**src/hw/rtl/tcw_pkg.sv**
```systemverilog
// Shared types, constants and the microcode table of the text console writer.
package tcw_pkg;

    localparam int DEFAULT_COLUMNS = 80;
    localparam int DEFAULT_ROWS    = 25;
    localparam int INDEX_W         = 11;
    localparam int BCD_DIGITS      = 10;
    localparam int BCD_W           = 4 * BCD_DIGITS;

    // Loop bounds of the sequencer, as the last count value of each loop.
    localparam logic [4:0] HEX_LAST    = 5'd7;
    localparam logic [4:0] DABBLE_LAST = 5'd31;
    localparam logic [3:0] DIGIT_LAST  = 4'(BCD_DIGITS - 1);

    localparam logic [7:0] CHAR_NEWLINE = 8'h0A;
    localparam logic [7:0] CHAR_ZERO    = 8'h30;
    localparam logic [7:0] CHAR_LOWER_A = 8'h61;
    localparam logic [7:0] CHAR_SPACE   = 8'h20;
    localparam logic [7:0] CHAR_MINUS   = 8'h2D;
    localparam logic [3:0] HEX_TEN      = 4'd10;

    typedef enum logic [1:0] {
        ACT_CHAR = 2'd0,
        ACT_DEC  = 2'd1,
        ACT_HEX  = 2'd2,
        ACT_BKSP = 2'd3
    } action_t;

    typedef enum logic [2:0] {
        S_FETCH  = 3'd0,
        S_CHAR   = 3'd1,
        S_BKSP   = 3'd2,
        S_HEX    = 3'd3,
        S_SIGN   = 3'd4,
        S_DABBLE = 3'd5,
        S_SKIP   = 3'd6,
        S_DIGIT  = 3'd7
    } step_t;

    typedef enum logic [2:0] {
        OP_FETCH,
        OP_CHAR,
        OP_BKSP,
        OP_HEX,
        OP_SIGN,
        OP_DABBLE,
        OP_SKIP,
        OP_DIGIT
    } op_t;

    typedef enum logic [2:0] {
        COND_DISPATCH,
        COND_ALWAYS,
        COND_HEX_MORE,
        COND_DABBLE_MORE,
        COND_SKIP_MORE,
        COND_DIGIT_MORE
    } cond_t;

    // One control word: the operation, a branch condition and both successors.
    typedef struct packed {
        op_t   op;
        cond_t cond;
        step_t target_true;
        step_t target_false;
    } ucode_t;

    function automatic ucode_t ucode_rom(input step_t step);
        ucode_t word;
        unique case (step)
            S_FETCH:  word = '{OP_FETCH,  COND_DISPATCH,    S_FETCH,  S_FETCH};
            S_CHAR:   word = '{OP_CHAR,   COND_ALWAYS,      S_FETCH,  S_FETCH};
            S_BKSP:   word = '{OP_BKSP,   COND_ALWAYS,      S_FETCH,  S_FETCH};
            S_HEX:    word = '{OP_HEX,    COND_HEX_MORE,    S_HEX,    S_FETCH};
            S_SIGN:   word = '{OP_SIGN,   COND_ALWAYS,      S_DABBLE, S_DABBLE};
            S_DABBLE: word = '{OP_DABBLE, COND_DABBLE_MORE, S_DABBLE, S_SKIP};
            S_SKIP:   word = '{OP_SKIP,   COND_SKIP_MORE,   S_SKIP,   S_DIGIT};
            S_DIGIT:  word = '{OP_DIGIT,  COND_DIGIT_MORE,  S_DIGIT,  S_FETCH};
        endcase
        return word;
    endfunction

    function automatic step_t dispatch(input action_t act);
        step_t step;
        unique case (act)
            ACT_CHAR: step = S_CHAR;
            ACT_DEC:  step = S_SIGN;
            ACT_HEX:  step = S_HEX;
            ACT_BKSP: step = S_BKSP;
        endcase
        return step;
    endfunction

endpackage

```
**src/hw/rtl/text_console_writer.sv**
```systemverilog
// Text console writer: cursor keeping and character formatting for a text screen.
//
// Input channel (in_valid, in_stall, action, value): one word per console action:
// a character, a signed decimal number, eight hex digits or a backspace.
// Output channel (out_valid, out_stall, ...): one word per cell write or cursor
// move, with the cell index, the character, the cursor index after that step and
// a last flag on the final word of the action. A backspace at column 0 yields none.
// A small microcode table steps a plain datapath; the input is taken only while
// the sequencer sits at its fetch step, so actions run one at a time.
// A character or backspace runs fetch and one step, hex fetch and one step per digit, decimal
// fetch, one sign step, 32 shift-and-add-3 steps that form the BCD digits, then 11 steps that
// drop the leading zeros, leave that loop and print one digit each. The first word of a
// character, backspace, hex or minus sign is formed at the step after fetch and registered.
// A stalled output word holds the sequencer at its next emitting step; the result
// register holds one word while the sequencer carries on with steps that emit nothing.
// Reset puts the cursor at row 0, column 0 and the sequencer at fetch, output empty.
module text_console_writer
    import tcw_pkg::*;
#(
    parameter int COLUMNS = DEFAULT_COLUMNS,
    parameter int ROWS    = DEFAULT_ROWS
)
(
    input  logic               clk,
    input  logic               rst_n,
    input  logic               in_valid,
    output logic               in_stall,
    input  logic [1:0]         action,
    input  logic [31:0]        value,
    output logic               out_valid,
    input  logic               out_stall,
    output logic               write_valid,
    output logic [INDEX_W-1:0] cell_index,
    output logic [7:0]         char_code,
    output logic [INDEX_W-1:0] cursor_index,
    output logic               last
);

    localparam int CW = $clog2(COLUMNS);
    localparam int RW = (ROWS > 1) ? $clog2(ROWS) : 1;
    localparam logic [CW-1:0] COL_LAST = CW'(COLUMNS - 1);
    localparam logic [RW-1:0] ROW_LAST = RW'(ROWS - 1);

    function automatic logic [INDEX_W-1:0] pos(input logic [CW-1:0] col,
                                               input logic [RW-1:0] row);
        logic [31:0] sum;
        sum = 32'(col) + 32'(COLUMNS) * 32'(row);
        return sum[INDEX_W-1:0];
    endfunction

    step_t              pc_reg, pc_next;
    logic [CW-1:0]      col_reg, col_next;
    logic [RW-1:0]      row_reg, row_next;
    logic [31:0]        work_reg, work_next;
    logic [BCD_W-1:0]   bcd_reg, bcd_next;
    logic [4:0]         count_reg, count_next;
    logic [3:0]         dig_reg, dig_next;

    logic               out_valid_reg, out_valid_next;
    logic               wv_reg, wv_next;
    logic [INDEX_W-1:0] cell_reg, cell_next;
    logic [7:0]         char_reg, char_next;
    logic [INDEX_W-1:0] cursor_reg, cursor_next;
    logic               last_reg, last_next;

    ucode_t             uword;
    logic               cond_true;
    logic               emit_req;
    logic               emit_bs;
    logic               emit_last;
    logic [7:0]         emit_ch;
    logic               out_free;
    logic               advance;
    logic               accept;
    logic [3:0]         hex_digit;
    logic [BCD_W-1:0]   bcd_adj;
    logic [3:0]         bcd_top;
    logic [RW-1:0]      row_wrap;

    assign uword     = ucode_rom(pc_reg);
    assign in_stall  = (pc_reg != S_FETCH);
    assign accept    = in_valid && (pc_reg == S_FETCH);
    assign out_free  = !out_valid_reg || !out_stall;
    assign hex_digit = work_reg[31:28];
    assign bcd_top   = bcd_reg[BCD_W-1 -: 4];
    assign row_wrap  = (row_reg == ROW_LAST) ? '0 : row_reg + 1'b1;

    always_comb
    begin
        for (int i = 0; i < BCD_DIGITS; i++)
        begin
            bcd_adj[i*4 +: 4] = (bcd_reg[i*4 +: 4] >= 4'd5) ? bcd_reg[i*4 +: 4] + 4'd3
                                                            : bcd_reg[i*4 +: 4];
        end
    end

    // Operation decode: which character goes out and how the work registers move.
    always_comb
    begin
        emit_req   = 1'b0;
        emit_bs    = 1'b0;
        emit_last  = 1'b0;
        emit_ch    = '0;
        work_next  = work_reg;
        bcd_next   = bcd_reg;
        count_next = count_reg;
        dig_next   = dig_reg;
        unique case (uword.op)
            OP_FETCH:
            begin
                work_next  = value;
                count_next = '0;
            end
            OP_CHAR:
            begin
                emit_req  = 1'b1;
                emit_last = 1'b1;
                emit_ch   = work_reg[7:0];
            end
            OP_BKSP:
            begin
                emit_req  = (col_reg != '0);
                emit_bs   = 1'b1;
                emit_last = 1'b1;
                emit_ch   = CHAR_SPACE;
            end
            OP_HEX:
            begin
                emit_req   = 1'b1;
                emit_last  = (count_reg == HEX_LAST);
                emit_ch    = (hex_digit < HEX_TEN) ? CHAR_ZERO + 8'(hex_digit)
                                                   : CHAR_LOWER_A + 8'(hex_digit - HEX_TEN);
                work_next  = work_reg << 4;
                count_next = count_reg + 1'b1;
            end
            OP_SIGN:
            begin
                // The magnitude is taken as unsigned, so the most negative value fits.
                emit_req   = work_reg[31];
                emit_ch    = CHAR_MINUS;
                work_next  = work_reg[31] ? 32'd0 - work_reg : work_reg;
                bcd_next   = '0;
                count_next = '0;
                dig_next   = DIGIT_LAST;
            end
            OP_DABBLE:
            begin
                bcd_next   = {bcd_adj[BCD_W-2:0], work_reg[31]};
                work_next  = work_reg << 1;
                count_next = count_reg + 1'b1;
            end
            OP_SKIP:
            begin
                if (bcd_top == 4'd0 && dig_reg != 4'd0)
                begin
                    bcd_next = bcd_reg << 4;
                    dig_next = dig_reg - 1'b1;
                end
            end
            OP_DIGIT:
            begin
                emit_req  = 1'b1;
                emit_last = (dig_reg == 4'd0);
                emit_ch   = CHAR_ZERO + 8'(bcd_top);
                bcd_next  = bcd_reg << 4;
                dig_next  = dig_reg - 1'b1;
            end
        endcase
    end

    assign advance = (uword.op == OP_FETCH) ? accept : (!emit_req || out_free);

    always_comb
    begin
        unique case (uword.cond)
            COND_DISPATCH:    cond_true = 1'b1;
            COND_ALWAYS:      cond_true = 1'b1;
            COND_HEX_MORE:    cond_true = (count_reg != HEX_LAST);
            COND_DABBLE_MORE: cond_true = (count_reg != DABBLE_LAST);
            COND_SKIP_MORE:   cond_true = (bcd_top == 4'd0 && dig_reg != 4'd0);
            COND_DIGIT_MORE:  cond_true = (dig_reg != 4'd0);
            default:          cond_true = 1'b0;
        endcase
    end

    // Step counter.
    always_comb
    begin
        pc_next = pc_reg;
        if (advance)
        begin
            if (uword.cond == COND_DISPATCH)
                pc_next = dispatch(action_t'(action));
            else
                pc_next = cond_true ? uword.target_true : uword.target_false;
        end
    end

    // Cursor update and the result word formed from it.
    always_comb
    begin
        col_next    = col_reg;
        row_next    = row_reg;
        wv_next     = wv_reg;
        cell_next   = cell_reg;
        char_next   = char_reg;
        last_next   = last_reg;
        cursor_next = cursor_reg;
        out_valid_next = out_valid_reg && out_stall;
        if (emit_req && advance)
        begin
            out_valid_next = 1'b1;
            last_next      = emit_last;
            if (emit_bs)
            begin
                col_next  = col_reg - 1'b1;
                wv_next   = 1'b1;
                cell_next = pos(col_next, row_reg);
                char_next = CHAR_SPACE;
            end
            else if (emit_ch == CHAR_NEWLINE)
            begin
                col_next  = '0;
                row_next  = row_wrap;
                wv_next   = 1'b0;
                cell_next = '0;
                char_next = '0;
            end
            else
            begin
                wv_next   = 1'b1;
                cell_next = pos(col_reg, row_reg);
                char_next = emit_ch;
                if (col_reg == COL_LAST)
                begin
                    col_next = '0;
                    row_next = row_wrap;
                end
                else
                begin
                    col_next = col_reg + 1'b1;
                end
            end
            cursor_next = pos(col_next, row_next);
        end
    end

    always_ff @(posedge clk or negedge rst_n)
    begin
        if (!rst_n)
        begin
            pc_reg        <= S_FETCH;
            col_reg       <= '0;
            row_reg       <= '0;
            out_valid_reg <= 1'b0;
        end
        else
        begin
            pc_reg        <= pc_next;
            col_reg       <= col_next;
            row_reg       <= row_next;
            out_valid_reg <= out_valid_next;
        end
    end

    always_ff @(posedge clk)
    begin
        if (advance)
        begin
            work_reg  <= work_next;
            bcd_reg   <= bcd_next;
            count_reg <= count_next;
            dig_reg   <= dig_next;
        end
        wv_reg     <= wv_next;
        cell_reg   <= cell_next;
        char_reg   <= char_next;
        cursor_reg <= cursor_next;
        last_reg   <= last_next;
    end

    assign out_valid    = out_valid_reg;
    assign write_valid  = wv_reg;
    assign cell_index   = cell_reg;
    assign char_code    = char_reg;
    assign cursor_index = cursor_reg;
    assign last         = last_reg;

    a_cursor_in_range: assert property (@(posedge clk) disable iff (!rst_n)
        (32'(col_reg) < COLUMNS) && (32'(row_reg) < ROWS))
        else $error("cursor outside the screen");

    a_last_returns_to_fetch: assert property (@(posedge clk) disable iff (!rst_n)
        (emit_req && advance && emit_last) |=> (pc_reg == S_FETCH))
        else $error("sequencer did not return to fetch after the final word");

    a_bcd_digit_valid: assert property (@(posedge clk) disable iff (!rst_n)
        (pc_reg == S_DIGIT) |-> (bcd_top <= 4'd9))
        else $error("invalid BCD digit after conversion");

    a_no_leading_zero: assert property (@(posedge clk) disable iff (!rst_n)
        (pc_reg == S_DIGIT && $past(pc_reg) == S_SKIP) |-> (bcd_top != 4'd0 || dig_reg == 4'd0))
        else $error("leading zero left before the first printed digit");

endmodule

```
**config.mk**
```make
export PLATFORM = sky130hd
export DESIGN_NAME = text_console_writer
export DESIGN_NICKNAME = d
export VERILOG_FILES = /design/src/hw/rtl/tcw_pkg.sv /design/src/hw/rtl/text_console_writer.sv
export SDC_FILE = /design/constraint.sdc
export NUM_CORES = 1
export LEC_CHECK = 0
export ABC_AREA = 1
export BUFFER_PORTS_ARGS = -buffer_cell sky130_fd_sc_hd__buf_2
export CAP_MARGIN = 20
export CORE_ASPECT_RATIO = 1.2
export CORE_MARGIN = 2
export CORE_UTILIZATION = 55
export CTS_CLUSTER_DIAMETER = 120
export DETAILED_ROUTE_END_ITERATION = 8
export MAX_ROUTING_LAYER = met4
export PLACE_DENSITY = 0.7
export RECOVER_POWER = 25
export SLEW_MARGIN = 25
export SYNTH_ARGS = -nofsm -noshare
export SYNTH_HDL_FRONTEND = slang
export SYNTH_SLANG_ARGS = --single-unit
```
**constraint.sdc**
```tcl
create_clock -name clk -period 7.3 [get_ports clk]
set_input_delay 1.46 -clock clk [delete_from_list [all_inputs] [get_ports clk]]
set_output_delay 1.46 -clock clk [all_outputs]
set_load 0.01 [all_outputs]
```
==> key figures <==
Outcome
  • Run status: completed

STA
  • Final Max Tran Viols: 0
  • Final period utilization: between 60% and 70%
  • Slew HR: 22.65%
  • Setup violations, final: 0
  • Minimum clock period: 5.020 ns
  • Fmax achieved: around 200 MHz
  • Hold Vio Cnt, Final: 0
  • Slew @ Worst Pin: roughly 1.2 ns
  • Unrepaired setup endpoints after global routing: no
  • Max Clock Skew: 0.007681 ns
  • Worst hold margin: around 0.55 ns
  • Setup TNS: 0 ns

Worst hold path
  • Hold Crit Class: reg -> reg

Floorplan
  • Die area: 17950 sq um
  • I/O pins: 72
  • Die width: 122.6 microns
  • Starting Density: 55.55%
  • Core region area: around 17000 sq um
  • Die height: roughly 150 microns
  • Std cell rows: 52

Synthesis
  • Register area share after synthesis: 40.84%
  • Syn Nets: 1288
  • Mapped Area: 9289 sq um
  • Post-synthesis cell count: 1180
  • YS warnings: 0
  • Largest area contributor in the netlist: edfxtp_1
  • FFs w/ async S/R, synth: about an eighth
  • Unique masters post-synth: 44
  • Area share of the largest cell type after synthesis: 36.53%
  • Post-synth EDFFs: 113
  • Synth Register Bits: roughly 130
  • Syn_area_per_cell: 7.872 sq um
  • Ys flop type: edfxtp_1
  • Synth area leaders: edfxtp_1 37%, nand2_1 11%, ha_1 8.5%, inv_1 7.0%, nand3_1 5.8%

Drt
  • Starting DRT DRC Count: about 640
  • Post-route DRC: 0
  • Antenna-violating nets left: 0
  • Final wirelength: 21.77 mm
  • Vias: 8091
  • Via/cell ratio: 5.500
  • TritonRoute pass-1 iters: 5
  • Drt wl/cell: 14.80 microns

Layout
  • Number of flip-flops in the largest register: 40
  • Ant. Diodes: 0
  • Nets: between 1000 and 1500
  • Fin cells: about 1500
  • FILL cells: 1480
  • Final core occ: 62.30%
  • Layout cells sized above 1: 7.012%
  • Layout area overhead: 12.15%

Worst setup path
  • Crit path max fanout: 16
  • Critical path's slowest cell: nor2_1
  • CP arrival: 5.20 ns
  • CP Cell Sequence: ha_1 > inv_1 > nor2_1 > nand3_1 > nand2_1 > inv_1 > nor2_1 > nand3_1 > o21ai_2 > nand2_2 > nand2_1 > and2_1 > ha_1 > ha_1 > fa_1 > xor2_1 > nand3_1 > xor2_1 > nand3b_1 > nand2_1
  • Crit path kind: reg -> reg
  • Crit. End Element: flop
  • Setup crit start kind: flop
  • Top delay family on crit path: simple AND/OR/NAND/NOR gates
  • CP max stage delay: between 0.8 and 0.9 ns
  • WP data required: 7.48 ns
  • Worst path bufs/invs: 2

Power and ir drop
  • Leakage: 0.004765 uW
  • Final total power: 5687 uW
  • PwrDens: 545.9 nW/um^2
  • Max VDD drop: 0.0002392 V

Place
  • GPL Wtd Cong: 0.9305
  • IO Port Bufs: 71
  • Hpwl dp: 15.64 mm
  • Placed cells: 1439

Global routing
  • Grt met2 use: ~41%
  • Grt total ovfl: 0
  • Gr busiest metal: met2
  • Met3 Track Usage GR: 4.609%
  • First-pass GRT wire length: 35.71 mm
  • Largest net degree at the start of global routing: 47
  • Initial antenna violation count: 0
  • GR Layer Usage met1: 32.62%
  • Vias in the first global route: between 7000 and 8000
  • GRT Overall Usage: approximately 26%

CTS
  • Clock root cell: clkbuf_16
  • Clock Latency Late Sink: roughly 0.43 ns
  • Clk slew on worst S/H paths: 0.06 ns
  • CTS tree: done
  • CTS resizes: 0
  • CTS buffer count: 17
  • Clock sink count: 129
  • Longest Clk Path Bufs: 2
  • Hold bufs inserted after CTS: 0
  • H-tree levels: 4
  • Number of post-CTS setup repair buffers: 0

Flow run
  • Max_cap viols: 0
[metal layers]
metal	share of wire, %	vias up
met3	5.2	48
li1	-	4094
met5	0	-
met1	44	3694
met2	48	255
met4	2.6	0
[cells by family after synthesis]
group	synth area share, %
adders and majority gates	9.995
xor gates and xnor gates	3.300
DFF	40.84
AOI/OAI and AO/OA	12.03
and+or+nand+nor	25.03
buffers and inverters	8.809
[per-stage QoR]
step / area, sq um / worst slack (ns)
final: 10420 / 2.280
after global routing: 10420 / 1.835
after CTS: 10470 / 2.664
after detailed placement: 9807 / 2.715
after global placement: 9802 / 2.814
after floorplan: 9289 / 2.006
[tightest hold or removal path, stage by stage, from the launching register on]
cell     delay (ns)
dfrtp_1        0.34
nand2_1        0.10
nand2_1        0.08
[cells in the final DEF (no fill, tap or decap), drive strengths merged, types with 2 or more instances in the layout]
cell	synthesis	layout
o21ai	90	90
buf	16	40
ha	63	63
o32ai	9	9
o21a	2	2
a31oi	3	3
or2	3	3
xnor2	5	5
clkbuf	15	53
a21oi	35	35
clkinv	1	7
o2111ai	19	19
nand3	107	107
nand4	20	20
o211ai	5	5
dfrtp	16	16
inv	177	178
xor2	30	30
fa	7	7
nand2	288	288
o22ai	14	14
nand3b	5	5
bufinv	0	5
edfxtp	113	113
o221ai	3	3
nor2	114	114
nor3	12	12
[power breakdown]
part,internal (uW),leakage [uW],switching [uW]
clock network,624,0.000323,331
logic,906,0.00315,1980
registers,1500,0.00130,348
total,3030,0.00476,2650
[synth_stat cells (all sizes together) (15+ instances only)]
master   count
nand3      107
a21oi       35
o21ai       90
o2111ai     19
buf         16
dfrtp       16
ha          63
nand2      288
edfxtp     113
xor2        30
clkbuf      15
inv        177
nand4       20
nor2       114
[layout make-up]
| class | count | area [sq um] | area share [%] |
|---|---|---|---|
| clock buffer | 19 | 452.9 | 4.348 |
| clock inverter | 13 | 207.7 | 1.994 |
| inverter | 178 | 668.1 | 6.414 |
| multi-input combinational | 842 | 4690 | 45.02 |
| sequential | 129 | 3794 | 36.42 |
| tap | 216 | 270.3 | 2.594 |
| timing repair buffer | 74 | 335.3 | 3.219 |
[worst paths after layout]
| kind | to | start | slack [ns] | cells after the start |
|---|---|---|---|---|
| min reg2reg | out_valid | out_valid | 0.55 | 2 |
| max reg2reg | cursor_index[10] | pc_reg[1] | 2.28 | 20 |
| min in group asynchronous | out_valid | rst_n | 1.22 | 1 |
| min | out_valid | out_valid | 0.55 | 2 |
| max | cursor_index[10] | pc_reg[1] | 2.28 | 20 |
| max in group asynchronous | col_reg[6] | rst_n | 5.41 | 1 |
Note: power is estimated with default switching activity, not from simulation.
